**config.mk**
```make
export PLATFORM = sky130hd
export DESIGN_NAME = varint_length_prefix_deframer_top_flat
export DESIGN_NICKNAME = d
export VERILOG_FILES = /design/src/rtl/vlpd_pkg.sv /design/src/rtl/vlpd_ifs.sv /design/src/rtl/vlpd_parse.sv /design/src/rtl/vlpd_out_reg.sv /design/src/rtl/varint_length_prefix_deframer_top.sv /design/src/flat_wrapper.sv
export SDC_FILE = /design/constraint.sdc
export NUM_CORES = 1
export LEC_CHECK = 0
export BUFFER_PORTS_ARGS = -buffer_cell sky130_fd_sc_hd__buf_2
export CORE_ASPECT_RATIO = 1.1
export CORE_MARGIN = 2
export CORE_UTILIZATION = 30
export CTS_CLUSTER_SIZE = 14
export DETAILED_ROUTE_END_ITERATION = 10
export GPL_ROUTABILITY_DRIVEN = 0
export SLEW_MARGIN = 20
export SYNTH_ARGS = -nofsm -noshare
export SYNTH_HDL_FRONTEND = slang
export SYNTH_SLANG_ARGS = --single-unit
```
**constraint.sdc**
```tcl
create_clock -name clk -period 2.55 [get_ports clk]
set_input_delay 0.1275 -clock clk [delete_from_list [all_inputs] [get_ports clk]]
set_output_delay 0.1275 -clock clk [all_outputs]
set_load 0.005 [all_outputs]
```
**src/rtl/vlpd_pkg.sv**
```systemverilog
// Shared constants and types for the varint length-prefix deframer.
package vlpd_pkg;

	localparam int unsigned MAX_PREFIX_BYTES = 5;
	localparam int unsigned CNT_W = $clog2(MAX_PREFIX_BYTES + 1);
	localparam int unsigned SHIFT_W = $clog2(7 * MAX_PREFIX_BYTES + 1);

	localparam logic [7:0]  GROUP_MASK    = 8'h7F;
	localparam logic [7:0]  MORE_FLAG     = 8'h80;
	localparam logic [15:0] MAX_LEN_RESET = 16'd10000;

	// One result beat as produced by the parser, plus its valid flag.
	typedef struct packed {
		logic       vld;
		logic [7:0] data;
		logic       last;
		logic       err;
	} result_t;

endpackage

```
**src/rtl/vlpd_ifs.sv**
```systemverilog
// Valid/ready channel interfaces for the deframer byte input and result output.
interface vlpd_byte_if;
	logic       valid;
	logic       ready;
	logic [7:0] rx_byte;

	modport source (output valid, output rx_byte, input ready);
	modport sink   (input valid, input rx_byte, output ready);
endinterface

interface vlpd_result_if;
	logic       valid;
	logic       ready;
	logic [7:0] payload_byte;
	logic       last_of_message;
	logic       frame_error;

	modport source (output valid, output payload_byte, output last_of_message,
		output frame_error, input ready);
	modport sink   (input valid, input payload_byte, input last_of_message,
		input frame_error, output ready);
endinterface

```
**src/rtl/vlpd_parse.sv**
```systemverilog
// Prefix/payload parser: framing state and per-beat result decode.
module vlpd_parse (
	input  logic              clk,
	input  logic              arst_n,
	input  logic              fire,
	input  logic [7:0]        rx_byte,
	input  logic [15:0]       max_len,
	output vlpd_pkg::result_t res
);

	logic                       receiving_q;
	logic [31:0]                acc_q;
	logic [vlpd_pkg::CNT_W-1:0] cnt_q;
	logic [15:0]                rem_q;

	logic                       receiving_d;
	logic [31:0]                acc_d;
	logic [vlpd_pkg::CNT_W-1:0] cnt_d;
	logic [15:0]                rem_d;

	logic [vlpd_pkg::SHIFT_W-1:0] shift;
	logic [63:0]                  group_sh;
	logic [31:0]                  acc_new;
	logic [15:0]                  rem_dec;

	assign shift    = vlpd_pkg::SHIFT_W'(7 * cnt_q);
	assign group_sh = {56'd0, rx_byte & vlpd_pkg::GROUP_MASK} << shift;
	assign acc_new  = acc_q | group_sh[31:0];
	assign rem_dec  = rem_q - 16'd1;

	always_comb begin
		receiving_d = receiving_q;
		acc_d       = acc_q;
		cnt_d       = cnt_q;
		rem_d       = rem_q;
		res         = '0;
		if (receiving_q) begin
			res.vld  = 1'b1;
			res.data = rx_byte;
			rem_d    = rem_dec;
			if (rem_dec == 16'd0) begin
				res.last    = 1'b1;
				receiving_d = 1'b0;
				acc_d       = '0;
				cnt_d       = '0;
			end
		end else if ((rx_byte & vlpd_pkg::MORE_FLAG) != 8'd0) begin
			if (cnt_q == vlpd_pkg::CNT_W'(vlpd_pkg::MAX_PREFIX_BYTES - 1)) begin
				// prefix too long: error now, next byte starts over
				res.vld = 1'b1;
				res.err = 1'b1;
				acc_d   = '0;
				cnt_d   = '0;
				rem_d   = '0;
			end else begin
				acc_d = acc_new;
				cnt_d = cnt_q + vlpd_pkg::CNT_W'(1);
			end
		end else if (acc_new == 32'd0 || acc_new > {16'd0, max_len}) begin
			res.vld = 1'b1;
			res.err = 1'b1;
			acc_d   = '0;
			cnt_d   = '0;
			rem_d   = '0;
		end else begin
			receiving_d = 1'b1;
			rem_d       = acc_new[15:0];
			acc_d       = '0;
			cnt_d       = '0;
		end
	end

	always_ff @(posedge clk or negedge arst_n) begin
		if (!arst_n) begin
			receiving_q <= 1'b0;
			acc_q       <= '0;
			cnt_q       <= '0;
			rem_q       <= '0;
		end else if (fire) begin
			receiving_q <= receiving_d;
			acc_q       <= acc_d;
			cnt_q       <= cnt_d;
			rem_q       <= rem_d;
		end
	end

endmodule

```
**src/rtl/vlpd_out_reg.sv**
```systemverilog
// Output result register; frees itself when the receiver takes the beat.
module vlpd_out_reg (
	input  logic              clk,
	input  logic              arst_n,
	input  logic              load,
	input  vlpd_pkg::result_t res,
	output logic              can_load,
	vlpd_result_if.source     tx
);

	logic       valid_q;
	logic [7:0] data_q;
	logic       last_q;
	logic       err_q;

	assign can_load = !valid_q || tx.ready;

	always_ff @(posedge clk or negedge arst_n) begin
		if (!arst_n) begin
			valid_q <= 1'b0;
		end else if (load) begin
			valid_q <= res.vld;
		end else if (tx.ready) begin
			valid_q <= 1'b0;
		end
	end

	always_ff @(posedge clk) begin
		if (load) begin
			data_q <= res.data;
			last_q <= res.last;
			err_q  <= res.err;
		end
	end

	assign tx.valid           = valid_q;
	assign tx.payload_byte    = data_q;
	assign tx.last_of_message = last_q;
	assign tx.frame_error     = err_q;

endmodule

```
**src/rtl/varint_length_prefix_deframer_top.sv**
```systemverilog
// Top level of the varint length-prefix deframer.
//
// rx carries the received stream, one byte per beat. Each message opens with a
// base-128 varint length (low group first, bit 7 = more bytes follow), then the
// declared number of payload bytes. Prefix bytes give no result; each payload
// byte gives one tx beat, last_of_message set on the final one. A zero length,
// a length above max_message_length, or a prefix still continuing at its fifth
// byte gives one tx beat with frame_error set and payload_byte zero; the byte
// after that starts a new prefix.
//
// cfg_we/cfg_data write max_message_length (reset 10000); write only while idle.
//
// Latency: a result beat shows on tx the cycle after its rx beat is taken.
// Throughput: one rx beat per cycle, held only by the single output register.
// rx.ready is high while that register is empty or being taken this cycle, so
// once a result sits there with the receiver stalled, rx stalls that same cycle.
// Reset clears the framing state (waiting for a prefix) and empties tx.
module varint_length_prefix_deframer_top (
	input  logic          clk,
	input  logic          arst_n,
	input  logic          cfg_we,
	input  logic [15:0]   cfg_data,
	vlpd_byte_if.sink     rx,
	vlpd_result_if.source tx
);

	logic              fire;
	logic              can_load;
	logic [15:0]       max_len_q;
	vlpd_pkg::result_t res;

	// config register
	always_ff @(posedge clk or negedge arst_n) begin
		if (!arst_n) begin
			max_len_q <= vlpd_pkg::MAX_LEN_RESET;
		end else if (cfg_we) begin
			max_len_q <= cfg_data;
		end
	end

	assign rx.ready = can_load;
	assign fire     = rx.valid && can_load;

	vlpd_parse u_parse (
		.clk     (clk),
		.arst_n  (arst_n),
		.fire    (fire),
		.rx_byte (rx.rx_byte),
		.max_len (max_len_q),
		.res     (res)
	);

	// every accepted beat reloads the output register (empty when no result)
	vlpd_out_reg u_out_reg (
		.clk      (clk),
		.arst_n   (arst_n),
		.load     (fire),
		.res      (res),
		.can_load (can_load),
		.tx       (tx)
	);

endmodule

```
**src/flat_wrapper.sv**
```systemverilog
// flat-port wrapper written by rule: the top's interface ports become plain ports
module varint_length_prefix_deframer_top_flat 
  (clk, arst_n, cfg_we, cfg_data, rx_valid, rx_rx_byte, rx_ready, tx_valid, tx_payload_byte, tx_last_of_message, tx_frame_error, tx_ready);
  vlpd_byte_if rx_i ();
  vlpd_result_if tx_i ();
  input  logic clk;
  input  logic arst_n;
  input  logic cfg_we;
  input  logic [15:0] cfg_data;
  input wire logic [$bits(rx_i.valid)-1:0] rx_valid;
  input wire logic [$bits(rx_i.rx_byte)-1:0] rx_rx_byte;
  output wire logic [$bits(rx_i.ready)-1:0] rx_ready;
  output wire logic [$bits(tx_i.valid)-1:0] tx_valid;
  output wire logic [$bits(tx_i.payload_byte)-1:0] tx_payload_byte;
  output wire logic [$bits(tx_i.last_of_message)-1:0] tx_last_of_message;
  output wire logic [$bits(tx_i.frame_error)-1:0] tx_frame_error;
  input wire logic [$bits(tx_i.ready)-1:0] tx_ready;
  assign rx_i.valid = rx_valid;
  assign rx_i.rx_byte = rx_rx_byte;
  assign rx_ready = rx_i.ready;
  assign tx_valid = tx_i.valid;
  assign tx_payload_byte = tx_i.payload_byte;
  assign tx_last_of_message = tx_i.last_of_message;
  assign tx_frame_error = tx_i.frame_error;
  assign tx_i.ready = tx_ready;
  varint_length_prefix_deframer_top u_core (.clk(clk), .arst_n(arst_n), .cfg_we(cfg_we), .cfg_data(cfg_data), .rx(rx_i), .tx(tx_i));
endmodule
```
==> key figures, run 1 <==
Global route
  • Largest net degree at the start of global routing: 70
  • Initial antenna violation count: 0
  • Vias in the first global route: 3721
  • GRT Total Usage: 15.0%
  • First-pass GRT wire length: 17900 um
  • Grt ovf: 0

Synthesis
  • Share of the synthesized area in the top cell type: 37.5%
  • Syn Inst Count: 467
  • Synth area leader: dfrtp_1
  • Synth Register Bits: 79
  • Synthesized Nets: 516
  • Synth unique cells: 52
  • Largest cells by area after synthesis: dfrtp_1 (37%), edfxtp_1 (7.0%), o21ai_0 (6.1%)
  • Syn_area_per_cell: 9.15 um^2
  • Warnings, synthesis: 0
  • Synthesized area: 4270 um^2
  • Post-synthesis sequential area ratio: 47.6%

Job
  • Max Cap Viol: 0

Final layout
  • Post-layout util: 43.0%
  • Share of layout cells above drive strength 1: 35.1%
  • Antenna Cells: 0
  • Commonest non-fill, non-tap cells in the layout: dfrtp_1 (61), buf_4 (58), nand2_1 (45), o21ai_0 (40), buf_2 (40)
  • Filler cell count: 1350
  • Final Net Count: 623
  • Commonest non-fill, non-tap cell in the layout: dfrtp_1
  • Area Growth Syn to Fin: 39.3%

Worst setup path
  • Crit Path Max Fanout: 8
  • CP required: 2780 ps
  • Worst setup path class: flop to flop
  • Startpoint type of the worst setup path: flop
  • CP Capture Type: flop
  • Crit path DAT: 3080 ps

Timing
  • Final Hold Vio Count: 0
  • FMAX: 351 MHz
  • Final worst-path cycle share: 112%
  • Slew @ Worst Pin: 634 ps
  • Crit path time final: 2850 ps
  • Skew final: 5.67 ps
  • Count of final setup violators: 19
  • RSZ-0062 raised after global routing: yes
  • Max-slew violation count: 0
  • Rel. slew slack: 56.7%
  • Worst setup margin: -299 ps

Placed design
  • Pre-CTS setup slack: -259 ps
  • I/O Buffers: 40
  • DPL Wire Length: 8120 um

Route
  • Drt drc: 0
  • WL/cell: 14.7 um
  • Via count: 3840
  • Initial DRC count: 162
  • Pre-Repair DR Iteration Count: 4
  • Detail Route Antenna Nets: 0
  • Vias per cell: 5.01
  • Final WL: 11200 um

Power and ir drop
  • Sw Pwr: 889 uW
  • Worst vdd ir: 0.280 mV
  • Reg power frac: 40.3%
  • Sw Share: 25.8%
  • Pwr Total: 3450 uW
  • Static Leak: 0.00264 uW
  • Comb pwr share: 17.2%
  • P_int: 2560 uW
  • Clock power frac: 42.5%
  • Power per standard cell area: 580 nW/um^2

Floorplanning
  • Row cnt: 45
  • Core area: 13900 um^2
  • Total die area: 15200 um^2
  • Die width: 118 um
  • Io pins: 41
  • Starting Density: 30.8%
  • Chip height: 129 um

Clock network
  • CTS sink count: 79
  • Clk buf depth: 2
  • CTS Buf Count: 9
  • Clock transition at path regs: 60 ps
  • Worst-skew pair later-pin latency: 340 ps
  • Root Driver: clkbuf_16
  • CTS H-tree depth: 3
  • CTS tree: built

Run status
  • Violated checks: setup timing
  • Status: complete, but fails checks

Min path
  • Worst Hold Class: input pin to flop
-- worst paths after layout --
| check | from | to | slack (ps) | cells past startpoint |
|---|---|---|---|---|
| max | u_core.u_parse.cnt_q[0] | u_core.u_parse.rem_q[13] | -300 | 14 |
| min | cfg_data[6] | u_core.max_len_q[6] | 10 | 3 |
| max reg2reg | u_core.u_parse.cnt_q[0] | u_core.u_parse.rem_q[13] | -300 | 14 |
| min reg2reg | u_core.u_parse.acc_q[0] | u_core.u_parse.acc_q[0] | 490 | 2 |
| max in group asynchronous | arst_n | u_core.max_len_q[8] | 1870 | 3 |
| min in group asynchronous | arst_n | u_core.u_out_reg.tx.valid | 350 | 3 |
-- kinds of logic (layout without fill, tap and decap cells) --
family,after synthesis,after routing,share of synthesized area [%]
flip-flops,79,79,47.6
multiplexers,3,3,0.762
AO/OA/AOI/OAI,139,139,19.4
buffers and inverters,56,168,5.71
AND/OR/NAND/NOR,170,170,20.7
adder cells (fa/ha/maj),20,20,5.86
-- power by group through the flow --
stage               clock network (uW)  registers, uW  logic (uW)
finish                            1470           1390         594
global route                      1540           1390         657
CTS                               1500           1390         554
detailed placement                   0           1410         517
global placement                     0           1410         507
floorplan                            0           1420         259
-- stage by stage --
step / cells / area (um^2) / hold WS [ps] / setup TNS (ps)
after detailed placement: 727 / 5110 / 183 / -5370
after CTS: 757 / 5710 / 5.36 / -2580
after floorplan: 467 / 4350 / -168 / -10.8
after global routing: 767 / 5950 / 13.8 / -6370
final: 767 / 5950 / 11.1 / -3450
after global placement: 727 / 5110 / 181 / -2690
-- sequential cells by signal (all words and copies together), names as in the netlist --
signal and flops:
u_core.u_parse.rem_q 16, u_core.u_parse.receiving_q 1, u_core.max_len_q 16, u_core.u_parse.cnt_q 3, u_core.u_out_reg.tx.last_of_message 1, u_core.u_out_reg.tx.valid 1
u_core.u_out_reg.tx.frame_error 1, u_core.u_out_reg.tx.payload_byte 8, u_core.u_parse.acc_q 32
-- area by class of cell --
| cell class | count | area (um^2) | area share [%] |
|---|---|---|---|
| multi-input cells | 332 | 2320 | 39.1 |
| flip-flops and latches | 79 | 2040 | 34.2 |
| repair buffers | 116 | 871 | 14.6 |
| clock buffers | 10 | 250 | 4.21 |
| well taps | 188 | 235 | 3.95 |
| inverters | 36 | 135 | 2.27 |
| clock inverters | 6 | 96.3 | 1.62 |
-- critical path, cell delays in order (launching register included) --
cell and delay [ps]:
dfrtp_2 440, buf_6 130, nor3_4 310, a21oi_2 130, inv_1 80, ha_1 230, nand4_1 150, nor4_2 70
or3_1 360, a21oi_2 140, nor4_2 50, buf_4 200, buf_6 120, a311oi_2 230, nor2_1 80
-- synth_stat cells (all sizes together) --
cell type and number:
a2111oi 2, a211oi 1, a21bo 1, a21o 5
a21oi 44, a221oi 4, a22o 3, a22oi 5
a2bb2oi 5, a311oi 1, a31o 2, a31oi 6
and2 11, and3 2, and3b 1, buf 8
clkbuf 12, dfrtp 64, dfstp 5, edfxtp 10
ha 20, inv 36, mux2 2, mux2i 1
nand2 49, nand2b 6, nand3 12, nand3b 2
nand4 8, nor2 39, nor2b 6, nor3 10
nor3b 3, nor4 11, nor4b 2, o2111a 1
o211ai 4, o21ai 54, o31a 1, or2 1
or3 4, or4 3
-- layer usage --
metal  track usage (%)  up-vias  part of all wire [%]  wire (um)
li1                  -     1881                     -          -
met4              6.87        0                   2.2        244
met5                 0        -                     0          0
met1              17.2     1883                    41       4660
met3              2.60       16                   2.5        279
met2              27.5       60                    54       6060
-- repair_timing --
| item | 4_1_cts | 5_1_grt |
|---|---|---|
| endpoints found under the setup margin | 38 | 45 |
| pin swaps | 15 | 17 |
| endpoints found under the hold margin | 72 | 0 |
| hold buffers | 9 | 0 |
| setup buffers | 6 | 10 |
| gates resized for setup | 35 | 41 |
(Power assumes the default switching activity.)
==> inputs of run 2 (changes only) <==
--- a/config.mk
+++ b/config.mk
@@ -12,6 +12,7 @@
 export CTS_CLUSTER_SIZE = 14
 export DETAILED_ROUTE_END_ITERATION = 10
 export GPL_ROUTABILITY_DRIVEN = 0
+export GPL_TIMING_DRIVEN = 0
 export SLEW_MARGIN = 20
 export SYNTH_ARGS = -nofsm -noshare
 export SYNTH_HDL_FRONTEND = slang
==> key figures, run 2 (synthesis results as in run 1) <==
Final layout
  • Final instance area: 6120 um^2 (+2.9%)
  • Final Net Count: 620 (-0.48%)
  • Area Growth Syn to Fin: 43.3%
  • Share of layout cells above drive strength 1: 40.5% (+5.4 points)
  • Post-layout util: 44.2% (+1.2 points)
  • Most flop-heavy register: u_core.u_parse.acc_q
  • Filler cell count: 1290 (-4.4%)
  • Commonest non-fill, non-tap cells in the layout: dfrtp_1 (61), buf_2 (39), buf_4 (35), nand2_1 (34), a21oi_1 (30)
  • Top flop regs: u_core.u_parse.acc_q x32, u_core.max_len_q x16, u_core.u_parse.rem_q x16
  • Largest register FFs: 32 (unchanged)
  • Commonest non-fill, non-tap cell in the layout: dfrtp_1
  • Finished Layout Cells: 764 (-0.39%)
  • Antenna Cells: 0 (unchanged)

Clock network
  • Clock transition at path regs: 60 ps (about the same)
  • CTS sink count: 79 (unchanged)
  • CTS tree: built
  • Root Driver: clkbuf_16
  • CTS H-tree depth: 3 (unchanged)
  • Clk buf depth: 2 (unchanged)
  • CTS Buf Count: 9 (unchanged)
  • Worst-skew pair later-pin latency: 340 ps (about the same)

Route
  • Drt drc: 0 (unchanged)
  • Vias per cell: 5.09 (+1.6%)
  • Initial DRC count: 232 (+43%)
  • Final WL: 12000 um (+6.5%)
  • Pre-Repair DR Iteration Count: 4 (unchanged)
  • WL/cell: 15.7 um (+6.9%)
  • Via count: 3886 (+1.2%)
  • Detail Route Antenna Nets: 0 (unchanged)

Placed design
  • Placed Area: 4810 um^2 (-5.9%)
  • Placed Instances: 695 (-4.4%)
  • DPL Wire Length: 7950 um (-2.1%)
  • Pre-CTS setup slack: -461 ps (-202 ps)
  • I/O Buffers: 39 (-2.5%)

Worst setup path
  • CP Capture Type: flop
  • Most used cell, CP: buf_6
  • Worst path buffer plus inverter count: 4 (unchanged)
  • Critical Path Max Stage Delay: 440 ps (about the same)
  • Crit path DAT: 3110 ps (+30 ps)
  • Worst setup path class: flop to flop
  • Startpoint type of the worst setup path: flop
  • Critical path's slowest cell: dfrtp_2
  • Crit path max-delay family: simple AND/OR/NAND/NOR gates
  • CP cell instances: buf_6 > nor3_4 > a21oi_4 > inv_2 > ha_4 > nand4_1 > nor4_2 > or3_1 > a21oi_2 > nor4_4 > buf_6 > buf_6 > a31o_4
  • CP required: 2780 ps (about the same)
  • Crit Path Max Fanout: 6 (-2)

Global route
  • Initial antenna violation count: 0 (unchanged)
  • Routing usage on met2: 28.9% (+1.3 points)
  • Largest net degree at the start of global routing: 48 (-31%)
  • First-pass GRT wire length: 18900 um (+5.2%)
  • Met1 usage: 17.9% (+0.67 points)
  • Global route hottest layer: met2
  • Grt ovf: 0 (unchanged)
  • GRT Total Usage: 15.4% (+0.39 points)
  • Met3 Resource Use GR: 2.11% (-0.48 points)
  • Vias in the first global route: 3811 (+2.4%)

Timing
  • Rel. slew slack: 40.6% (-16 points)
  • Final worst-path cycle share: 113% (+1.2 points)
  • Skew final: 8.08 ps (+2.41 ps)
  • Final Hold Vio Count: 0 (unchanged)
  • Crit path time final: 2880 ps (+30.1 ps)
  • Slew @ Worst Pin: 887 ps (+254 ps)
  • FMAX: 347 MHz (-1.0%)
  • Count of final setup violators: 19 (unchanged)
  • Worst setup margin: -329 ps (-30.1 ps)
  • RSZ-0062 raised after global routing: yes
  • Max-slew violation count: 0 (unchanged)

Floorplanning
  • Die width: 118 um (unchanged)
  • Row cnt: 45 (unchanged)
  • Io pins: 41 (unchanged)
  • Starting Density: 30.8% (unchanged)
  • Chip height: 129 um (unchanged)
  • Core area: 13900 um^2 (unchanged)
  • Total die area: 15200 um^2 (unchanged)

Power and ir drop
  • Static Leak: 0.00260 uW (-1.6%)
  • Pwr Total: 3280 uW (-4.9%)
  • Worst vdd ir: 0.368 mV (+31%)
  • Power per standard cell area: 536 nW/um^2 (-7.6%)

Run status
  • Status: complete, but fails checks
  • Violated checks: setup timing

Job
  • Max Cap Viol: 0 (unchanged)

Min path
  • Worst Hold Class: input pin to flop
[run 2: final timing paths]
check,cells after the start,endpoint,slack (ps),startpoint
setup / recovery,13,u_core.u_parse.receiving_q,-330,u_core.u_parse.cnt_q[2]
hold / removal,3,u_core.max_len_q[7],6,cfg_data[7]
setup reg to reg,13,u_core.u_parse.receiving_q,-330,u_core.u_parse.cnt_q[2]
hold reg to reg,2,u_core.u_parse.acc_q[0],500,u_core.u_parse.acc_q[0]
max in group asynchronous,3,u_core.u_parse.acc_q[7],1780,arst_n
min in group asynchronous,2,u_core.u_parse.rem_q[14],230,arst_n
[run 2: report_power, final]
group | switching (uW) | internal (uW) | total, uW
combinational | 311 | 283 | 594
clock | 513 | 753 | 1270
sequential | 67.9 | 1350 | 1420
total | 893 | 2390 | 3280
[run 2: through the flow]
step | hold WS, ps | setup TNS (ps)
3_3_place_gp | 331 | -13190
5_1_grt | 13.5 | -10080
4_1_cts | 4.51 | -7950
2_1_floorplan | -168 | -10.8
6_report | 5.58 | -4840
3_5_place_dp | 60.4 | -15280
[run 2: cell type report]
cell class / instances / area, um^2 / share of cell area (%)
Buffer: 20 / 145 / 2.37
Clock buffer: 10 / 229 / 3.74
Clock inverter: 6 / 61.3 / 1.00
Inverter: 36 / 135 / 2.21
Multi-Input combinational cell: 334 / 2610 / 42.6
Sequential cell: 79 / 2040 / 33.3
Tap cell: 188 / 235 / 3.84
Timing Repair Buffer: 91 / 674 / 11.0
[run 2: per-layer routing]
metal / vias up / wire length [um]
met4: 0 / 243
li1: 1871 / -
met1: 1904 / 5010
met3: 19 / 436
met2: 92 / 6280
met5: - / 0
[run 2: what timing repair did]
action | 4_1_cts | 5_1_grt
pin swaps | 19 | 43
gates resized for setup | 55 | 107
hold buffers | 4 | 0
endpoints found under the hold margin | 24 | 0
cloned | 2 | 3
endpoints found under the setup margin | 54 | 54
setup buffers | 21 | 23
[run 2: tightest hold or removal path: stages]
cell	delay, ps
buf_2	80
nand2_1	40
o21ai_0	60
